**config.mk**
```make
export PLATFORM = sky130hd
export DESIGN_NAME = gamma_curve_taylor
export DESIGN_NICKNAME = d
export VERILOG_FILES = /design/src/rtl/gct_pkg.sv /design/src/rtl/gamma_curve_taylor.sv /design/src/rtl/gct_div.sv
export SDC_FILE = /design/constraint.sdc
export NUM_CORES = 2
export LEC_CHECK = 0
export BUFFER_PORTS_ARGS = -buffer_cell sky130_fd_sc_hd__buf_4
export CAP_MARGIN = 20
export CORE_MARGIN = 5
export CORE_UTILIZATION = 55
export DETAILED_ROUTE_END_ITERATION = 10
export GPL_TIMING_DRIVEN = 0
export PLACE_DENSITY = 0.72
export SLEW_MARGIN = 20
export SYNTH_ARGS = -nofsm -noshare
export SYNTH_HDL_FRONTEND = slang
export SYNTH_SLANG_ARGS = --single-unit
```
**constraint.sdc**
```tcl
create_clock -name clock -period 7.16 [get_ports clock]
set_clock_uncertainty 0.1 [all_clocks]
set_input_delay 1.432 -clock clock [delete_from_list [all_inputs] [get_ports clock]]
set_output_delay 1.432 -clock clock [all_outputs]
set_load 0.02 [all_outputs]
```
**src/rtl/gct_pkg.sv**
```systemverilog
// Package for the gamma curve block: shared widths and the fixed log table.
// No dependencies; used by gct_div and gamma_curve_taylor.
package gct_pkg;

   localparam int DIVIDEND_W = 35;
   localparam int DIVISOR_W  = 7;
   localparam int CNT_W      = 6;

   // Series bookkeeping
   localparam logic [31:0] SUM_INIT  = 32'd65536;
   localparam logic [6:0]  MAX_TERMS = 7'd64;
   localparam logic [7:0]  GAMMA_RST = 8'd183;
   localparam logic [7:0]  LEVEL_MAX = 8'd255;

   // Divider handshake
   typedef struct packed {
      logic start;
      logic [DIVIDEND_W-1:0] dividend;
      logic [DIVISOR_W-1:0]  divisor;
   } div_req_type;

   typedef struct packed {
      logic busy;
      logic done;
      logic [DIVIDEND_W-1:0] quotient;
   } div_rsp_type;

   // Magnitude of ln(x/256)*256 (the log itself is <= 0 for every entry).
   // Entries 29 and 45 keep their irregular values; entry 0 is never read.
   localparam logic [10:0] LN_MAG [256] = '{
      11'd0, 11'd1420, 11'd1242, 11'd1138, 11'd1065, 11'd1007, 11'd961, 11'd921,
      11'd887, 11'd857, 11'd830, 11'd806, 11'd783, 11'd762, 11'd744, 11'd726,
      11'd710, 11'd694, 11'd679, 11'd666, 11'd652, 11'd640, 11'd628, 11'd617,
      11'd606, 11'd596, 11'd586, 11'd576, 11'd567, 11'd577, 11'd549, 11'd541,
      11'd532, 11'd525, 11'd517, 11'd509, 11'd502, 11'd495, 11'd488, 11'd482,
      11'd475, 11'd469, 11'd463, 11'd457, 11'd451, 11'd455, 11'd439, 11'd434,
      11'd429, 11'd423, 11'd418, 11'd413, 11'd408, 11'd403, 11'd398, 11'd394,
      11'd389, 11'd385, 11'd380, 11'd376, 11'd371, 11'd367, 11'd363, 11'd359,
      11'd355, 11'd351, 11'd347, 11'd343, 11'd339, 11'd336, 11'd332, 11'd328,
      11'd325, 11'd321, 11'd318, 11'd314, 11'd311, 11'd308, 11'd304, 11'd301,
      11'd298, 11'd295, 11'd291, 11'd288, 11'd285, 11'd282, 11'd279, 11'd276,
      11'd273, 11'd271, 11'd268, 11'd265, 11'd262, 11'd259, 11'd257, 11'd254,
      11'd251, 11'd248, 11'd246, 11'd243, 11'd241, 11'd238, 11'd236, 11'd233,
      11'd231, 11'd228, 11'd226, 11'd223, 11'd221, 11'd219, 11'd216, 11'd214,
      11'd212, 11'd209, 11'd207, 11'd205, 11'd203, 11'd200, 11'd198, 11'd196,
      11'd194, 11'd192, 11'd190, 11'd188, 11'd186, 11'd184, 11'd182, 11'd180,
      11'd178, 11'd176, 11'd174, 11'd172, 11'd170, 11'd168, 11'd166, 11'd164,
      11'd162, 11'd160, 11'd158, 11'd156, 11'd155, 11'd153, 11'd151, 11'd149,
      11'd147, 11'd146, 11'd144, 11'd142, 11'd140, 11'd139, 11'd137, 11'd135,
      11'd134, 11'd132, 11'd130, 11'd128, 11'd127, 11'd125, 11'd124, 11'd122,
      11'd120, 11'd119, 11'd117, 11'd116, 11'd114, 11'd112, 11'd111, 11'd109,
      11'd108, 11'd106, 11'd105, 11'd103, 11'd102, 11'd100, 11'd99, 11'd97,
      11'd96, 11'd95, 11'd93, 11'd92, 11'd90, 11'd89, 11'd87, 11'd86,
      11'd85, 11'd83, 11'd82, 11'd80, 11'd79, 11'd78, 11'd76, 11'd75,
      11'd74, 11'd72, 11'd71, 11'd70, 11'd68, 11'd67, 11'd66, 11'd65,
      11'd63, 11'd62, 11'd61, 11'd59, 11'd58, 11'd57, 11'd56, 11'd54,
      11'd53, 11'd52, 11'd51, 11'd50, 11'd48, 11'd47, 11'd46, 11'd45,
      11'd44, 11'd42, 11'd41, 11'd40, 11'd39, 11'd38, 11'd37, 11'd35,
      11'd34, 11'd33, 11'd32, 11'd31, 11'd30, 11'd29, 11'd27, 11'd26,
      11'd25, 11'd24, 11'd23, 11'd22, 11'd21, 11'd20, 11'd19, 11'd18,
      11'd17, 11'd16, 11'd14, 11'd13, 11'd12, 11'd11, 11'd10, 11'd9,
      11'd8, 11'd7, 11'd6, 11'd5, 11'd4, 11'd3, 11'd2, 11'd1
   };

endpackage

```
**src/rtl/gamma_curve_taylor.sv**
```systemverilog
// Top level: 8-bit gamma correction by an exp() Taylor series.
// Depends on gct_pkg (log table, widths) and gct_div (term divider).
//
//  channel | ports                                    | direction
//  req     | req_valid, req_stall, req_level_in       | in (stall out)
//  rsp     | rsp_valid, rsp_stall, rsp_level_out      | out (stall in)
//  csr     | csr_we, csr_gamma_setting                | in, write only
//
// One item at a time. Levels 0 and 255 go straight to the output. Other
// levels sum T nonzero series terms; each term is a loop, a multiply and a
// start state plus a wait on the 35-step bit-serial divide by n.
// req_stall is high from acceptance until the result transfers.
// Synchronous active-high reset; gamma resets to 183.
module gamma_curve_taylor (
   input  logic       clock,
   input  logic       reset,
   input  logic       req_valid,
   output logic       req_stall,
   input  logic [7:0] req_level_in,
   output logic       rsp_valid,
   input  logic       rsp_stall,
   output logic [7:0] rsp_level_out,
   input  logic       csr_we,
   input  logic [7:0] csr_gamma_setting
);
   import gct_pkg::*;

   typedef enum logic [2:0] {
      S_IDLE, S_LOAD, S_LOOP, S_MUL, S_DIVS, S_DIVW, S_FIN, S_OUT
   } state_type;

   state_type    state_ff, state_in;
   logic [7:0]   gamma_ff;
   logic [7:0]   x_ff, x_in;
   logic [18:0]  p_ff, p_in;
   logic [31:0]  term_ff, term_in;
   logic [31:0]  sum_ff, sum_in;
   logic [6:0]   n_ff, n_in;
   logic [42:0]  prod_ff, prod_in;
   logic [7:0]   out_ff, out_in;
   logic [8:0]   gm_mag;
   logic [24:0]  scaled;
   div_req_type  dreq;
   div_rsp_type  drsp;

   gct_div u_div (.clock(clock), .reset(reset), .req(dreq), .rsp(drsp));

   // divider request
   always_comb begin
      dreq.start    = state_ff == S_DIVS;
      dreq.dividend = prod_ff[42:8];
      dreq.divisor  = n_ff;
   end

   // (256 - g) and final scaling
   always_comb begin
      gm_mag = 9'd256 - {1'b0, gamma_ff};
      scaled = sum_ff[24:8] * x_ff;
   end

   // sequencer
   always_comb begin
      state_in = state_ff;
      x_in     = x_ff;
      p_in     = p_ff;
      term_in  = term_ff;
      sum_in   = sum_ff;
      n_in     = n_ff;
      prod_in  = prod_ff;
      out_in   = out_ff;
      case (state_ff)
         S_IDLE: begin
            if (req_valid) begin
               x_in = req_level_in;
               if (req_level_in == '0 || req_level_in == LEVEL_MAX) begin
                  out_in   = req_level_in;
                  state_in = S_OUT;
               end else begin
                  state_in = S_LOAD;
               end
            end
         end
         S_LOAD: begin
            p_in     = 19'(LN_MAG[x_ff] * gm_mag);
            state_in = S_LOOP;
         end
         S_LOOP: begin
            if (n_ff == 7'd1 && sum_ff == SUM_INIT && term_ff == '0) begin
               term_in = {13'd0, p_ff};
            end
            state_in = S_MUL;
            if (term_ff == '0 && !(n_ff == 7'd1 && sum_ff == SUM_INIT)) begin
               state_in = S_FIN;
            end else if (n_ff >= MAX_TERMS) begin
               state_in = S_FIN;
            end
            if (state_in == S_MUL) begin
               sum_in = sum_ff + term_in;
               n_in   = n_ff + 1'b1;
            end
         end
         S_MUL: begin
            prod_in  = term_ff[31:8] * p_ff;
            state_in = S_DIVS;
         end
         S_DIVS: state_in = S_DIVW;
         S_DIVW: begin
            if (drsp.done) begin
               term_in  = drsp.quotient[31:0];
               state_in = S_LOOP;
            end
         end
         S_FIN: begin
            out_in   = (scaled[24:8] > 17'd255) ? LEVEL_MAX : scaled[15:8];
            state_in = S_OUT;
         end
         S_OUT: begin
            if (!rsp_stall) state_in = S_IDLE;
         end
         default: state_in = S_IDLE;
      endcase
      // fresh item: seed the series
      if (state_ff == S_IDLE) begin
         sum_in  = SUM_INIT;
         n_in    = 7'd1;
         term_in = '0;
      end
   end

   always_ff @(posedge clock) begin
      if (reset) begin
         state_ff <= S_IDLE;
         gamma_ff <= GAMMA_RST;
      end else begin
         state_ff <= state_in;
         if (csr_we) gamma_ff <= csr_gamma_setting;
      end
      x_ff    <= x_in;
      p_ff    <= p_in;
      term_ff <= term_in;
      sum_ff  <= sum_in;
      n_ff    <= n_in;
      prod_ff <= prod_in;
      out_ff  <= out_in;
   end

   assign req_stall     = state_ff != S_IDLE;
   assign rsp_valid     = state_ff == S_OUT;
   assign rsp_level_out = out_ff;

   // one item in flight: no input transfer while a result is pending
   a_one_item: assert property (@(posedge clock) disable iff (reset)
      rsp_valid |-> req_stall)
      else $error("input taken while result pending");
   // divisor is a real term index during a divide
   a_div_n: assert property (@(posedge clock) disable iff (reset)
      state_ff == S_DIVW |-> n_ff >= 7'd2 && n_ff <= MAX_TERMS)
      else $error("term index out of range");
   // result leaves only after a transfer
   a_out_hold: assert property (@(posedge clock) disable iff (reset)
      rsp_valid && rsp_stall |=> rsp_valid && $stable(rsp_level_out))
      else $error("stalled result lost");

endmodule

```
**src/rtl/gct_div.sv**
```systemverilog
// Restoring divider, one quotient bit per cycle (unsigned).
// Depends on gct_pkg for widths and the request/response structs.
module gct_div (
   input  logic                 clock,
   input  logic                 reset,
   input  gct_pkg::div_req_type req,
   output gct_pkg::div_rsp_type rsp
);
   import gct_pkg::*;

   logic                  busy_ff, busy_in;
   logic                  done_ff, done_in;
   logic [CNT_W-1:0]      cnt_ff, cnt_in;
   logic [DIVIDEND_W-1:0] quo_ff, quo_in;
   logic [DIVISOR_W-1:0]  rem_ff, rem_in;
   logic [DIVISOR_W-1:0]  dvs_ff, dvs_in;
   logic [DIVISOR_W:0]    trial;
   logic                  fits;

   // one shift/subtract step
   always_comb begin
      trial = {rem_ff, quo_ff[DIVIDEND_W-1]};
      fits  = trial >= {1'b0, dvs_ff};
   end

   always_comb begin
      busy_in = busy_ff;
      done_in = 1'b0;
      cnt_in  = cnt_ff;
      quo_in  = quo_ff;
      rem_in  = rem_ff;
      dvs_in  = dvs_ff;
      if (req.start && !busy_ff) begin
         busy_in = 1'b1;
         cnt_in  = CNT_W'(DIVIDEND_W - 1);
         quo_in  = req.dividend;
         rem_in  = '0;
         dvs_in  = req.divisor;
      end else if (busy_ff) begin
         rem_in = fits ? DIVISOR_W'(trial - {1'b0, dvs_ff}) : trial[DIVISOR_W-1:0];
         quo_in = {quo_ff[DIVIDEND_W-2:0], fits};
         cnt_in = cnt_ff - 1'b1;
         if (cnt_ff == '0) begin
            busy_in = 1'b0;
            done_in = 1'b1;
         end
      end
   end

   always_ff @(posedge clock) begin
      if (reset) begin
         busy_ff <= 1'b0;
         done_ff <= 1'b0;
         cnt_ff  <= '0;
      end else begin
         busy_ff <= busy_in;
         done_ff <= done_in;
         cnt_ff  <= cnt_in;
      end
      quo_ff <= quo_in;
      rem_ff <= rem_in;
      dvs_ff <= dvs_in;
   end

   assign rsp.busy     = busy_ff;
   assign rsp.done     = done_ff;
   assign rsp.quotient = quo_ff;

   // remainder stays below the divisor
   a_rem_lt_div: assert property (@(posedge clock) disable iff (reset)
      busy_ff && dvs_ff != '0 |-> rem_ff < dvs_ff)
      else $error("divider remainder out of range");
   // done follows the last step
   a_done_after_busy: assert property (@(posedge clock) disable iff (reset)
      done_ff |-> $past(busy_ff))
      else $error("divider done without a run");
   // busy and done are never high together
   a_no_overlap: assert property (@(posedge clock) disable iff (reset)
      busy_ff |-> !done_ff)
      else $error("divider busy and done together");

endmodule
```
==> flow_summary.json <==
{
  "clock_latency_ps": 530,
  "root_buffer": "clkbuf_16",
  "cp.arrival_ps": 7120,
  "swShare": 0.529,
  "synth-async-reset-ratio": 0,
  "overflow": 0,
  "ys_types": 82,
  "drtAntennaViolNets": 0,
  "grt_max_degree": 34,
  "finalNetCount": 4798,
  "first_pass_iters": 6,
  "io_buffers": 29,
  "grt_pass1_vias": 28069,
  "area_growth_pct": 9.21,
  "rr_worst_depth": 22,
  "synth_warnings": 0,
  "period_needed_ps": 6980,
  "hold_path_class": "reg2reg",
  "cts_buffer_depth": 3,
  "ys.flop_type": "edfxtp_1",
  "cts.sinks": 209,
  "core_region_area_sq_um": 60200,
  "hold_buffers": 0,
  "syn_area_sq_um": 33400,
  "viasPerCell": 5.79,
  "finalInstanceArea_sq_um": 36500,
  "setup_violations": 0,
  "grt.total_usage": 0.301,
  "synth_area_per_cell_sq_um": 8.63,
  "path_clk_slew_ps": 70,
  "boundaryPins": 31,
  "maxCapViolCount": 0,
  "drv_slew": 0,
  "crit_path_end_kind": "flop",
  "worstPathRequired_ps": 7310,
  "setup-tns-final_ps": 0,
  "hold_depth": 1,
  "worstReg2RegStart": "term_ff[26]",
  "clock_power_share": 0.084,
  "htree_num_levels": 1,
  "switching_power_mw": 7.82,
  "leakage_nw": 17.3,
  "synth_edf_count": 112,
  "grt_antenna_before_repair": 2,
  "drive_gt1_frac": 0.0964,
  "run_status": "finished clean",
  "hold_violations": 0,
  "max_freq_mhz": 143,
  "crit_path_start": "term_ff[26]",
  "grt_pass1_wl_mm": 157,
  "synth_nets": 4684,
  "synth_cells": 3873,
  "start_util": 0.555,
  "powerDensity_nw_per_um2": 405,
  "worstMarginPinSlew_ps": 1070,
  "crit_type": "reg2reg",
  "worst_r2r_endpoint": "prod_ff[42]",
  "wl_per_cell_um": 20.9,
  "r2r_slack_ps": 180,
  "numCtsBuffers": 23,
  "fin_crit_sh": 0.975,
  "total_power_mw": 14.8,
  "hold_path_end": "sum_ff[31]",
  "die_area_sq_um": 65800,
  "fin_hold_ws_ps": 374,
  "post-route-drc-count": 0,
  "wirelength_mm": 100,
  "fp.dieW_um": 257,
  "tritoncts": "yes",
  "yosysSeqAreaShare": 0.159,
  "combPwrFrac": 0.770,
  "slew_headroom": 0.283,
  "dr_total_vias": 27728,
  "globalplace.congestion": 0.974,
  "cp_max_fo": 10,
  "dpl-instance-area_sq_um": 34700,
  "min-delay-start": "sum_ff[31]",
  "dpl.hpwl_mm": 77.0,
  "drt_iter0_markers": 2691,
  "peakVddDrop_v": 0.000402,
  "internal-power_mw": 6.97,
  "critPathLaunchType": "flop",
  "seqPwrFrac": 0.146,
  "ys_seq_elements": 209,
  "rows": 90,
  "die_y_um": 257
}
metal layers:
layer / track usage / share of wire
met5: 0 / 0.00016
met4: 0.117 / 0.045
met3: 0.0640 / 0.097
met2: 0.474 / 0.45
met1: 0.412 / 0.40
placed cells by master, fill, tap and decap left out, types with 21 or more instances in the layout:
master | netlist | routed
inv_1 | 675 | 672
nand2_1 | 626 | 618
fa_1 | 526 | 525
ha_1 | 264 | 258
and2_1 | 254 | 254
a21oi_1 | 195 | 187
nor2_1 | 180 | 175
edfxtp_1 | 112 | 112
buf_4 | 0 | 100
o21ai_0 | 107 | 98
dfxtp_1 | 97 | 97
clkbuf_1 | 191 | 93
clkbuf_2 | 0 | 75
xnor2_1 | 64 | 64
a21o_1 | 44 | 44
nor3_1 | 43 | 42
nand3_1 | 39 | 39
mux2_2 | 35 | 35
xor2_1 | 32 | 31
nor2b_1 | 30 | 28
clkbuf_16 | 0 | 23
a31oi_1 | 23 | 21
nor4_1 | 22 | 21
cells in the mapped netlist, types with 13 or more instances:
| cell type | count | area, sq um |
|---|---|---|
| inv_1 | 675 | 2530 |
| nand2_1 | 626 | 2350 |
| fa_1 | 526 | 10500 |
| ha_1 | 264 | 3300 |
| and2_1 | 254 | 1590 |
| a21oi_1 | 195 | 976 |
| clkbuf_1 | 191 | 717 |
| nor2_1 | 180 | 676 |
| edfxtp_1 | 112 | 3360 |
| o21ai_0 | 107 | 536 |
| dfxtp_1 | 97 | 1940 |
| xnor2_1 | 64 | 561 |
| a21o_1 | 44 | 330 |
| nor3_1 | 43 | 215 |
| nand3_1 | 39 | 195 |
| mux2_2 | 35 | 394 |
| xor2_1 | 32 | 280 |
| nor2b_1 | 30 | 188 |
| nand2b_1 | 24 | 150 |
| a31oi_1 | 23 | 144 |
| nor4_1 | 22 | 138 |
| a211oi_1 | 20 | 150 |
| o211ai_1 | 20 | 150 |
| nand4_1 | 17 | 106 |
| o21a_1 | 15 | 113 |
| buf_1 | 14 | 52.6 |
| buf_2 | 13 | 65.1 |
kinds of logic after synthesis:
kind of cell             share of synthesized area
adder cells (fa/ha/maj)                      0.414
multiplexers                                0.0181
XOR/XNOR                                    0.0251
buffers and inverters                        0.102
flip-flops                                   0.159
AND/OR/NAND/NOR                              0.178
AO/OA/AOI/OAI                                0.105
layout make-up:
class                   count  area, sq um
diodes                      1         2.50
plain buffers             203          937
clock buffers              26          597
clock inverters            15          171
fillers                  5287        23700
inverters                 677         2550
multi-input cells        2767        25100
flip-flops and latches    209         5310
well taps                 782          978
repair buffers            106          867
worst max-delay path, stage by stage, from the launching register on:
cell and delay [ps]:
dfxtp_1 420, clkbuf_1 590, nand2_1 150, fa_1 440, fa_1 560, inv_1 50
fa_1 470, fa_1 520, inv_1 60, fa_1 490, fa_1 490, inv_1 60
ha_1 350, a21o_1 180, a21oi_1 170, nor2_1 80, o21ai_1 300, a31oi_4 180
nor2_2 280, o31ai_4 90, a21o_1 230, a31oi_1 280, xnor2_1 150
flip-flops by register name, summed over array words and instances (netlist names), 3 cells and up:
register / cells
state_ff: 3
u_div.quo_ff: 35
rsp_level_out: 8
u_div.rem_ff: 7
gamma_ff: 8
p_ff: 19
prod_ff: 35
term_ff: 32
u_div.dvs_ff: 7
sum_ff: 32
u_div.cnt_ff: 6
x_ff: 8
n_ff: 7
power groups by stage:
stage,clock (mW),combinational (mW),sequential (mW)
2_1_floorplan,0,7.60,2.06
3_3_place_gp,0,10.0,2.32
3_5_place_dp,0,10.2,2.31
4_1_cts,1.25,10.8,2.17
5_1_grt,1.30,12.6,2.17
6_report,1.24,11.4,2.15
how the worst max path moves through the flow:
stage / to / slack, ps
floorplan: p_ff[18] / 30
global placement: p_ff[18] / -2530
detailed placement: p_ff[18] / -2540
CTS: p_ff[18] / 0.5
global route: p_ff[17] / -40
finish: prod_ff[42] / 180
through the flow:
step | setup slack, ps | util | cells
floorplan | 31.9 | - | 3873
global placement | -2530 | 0.575 | 4684
detailed placement | -2540 | 0.576 | 4689
CTS | 0.500 | 0.599 | 4765
global route | -38.9 | 0.606 | 4785
finish | 181 | 0.606 | 4786
repair_timing:
item | 4_1_cts | 5_1_grt
buffers inserted | 44 | 28
gates resized for setup | 124 | 98
pin swaps | 9 | 22
setup endpoints to repair | 36 | 23
Note: power is estimated with default switching activity, not from simulation.
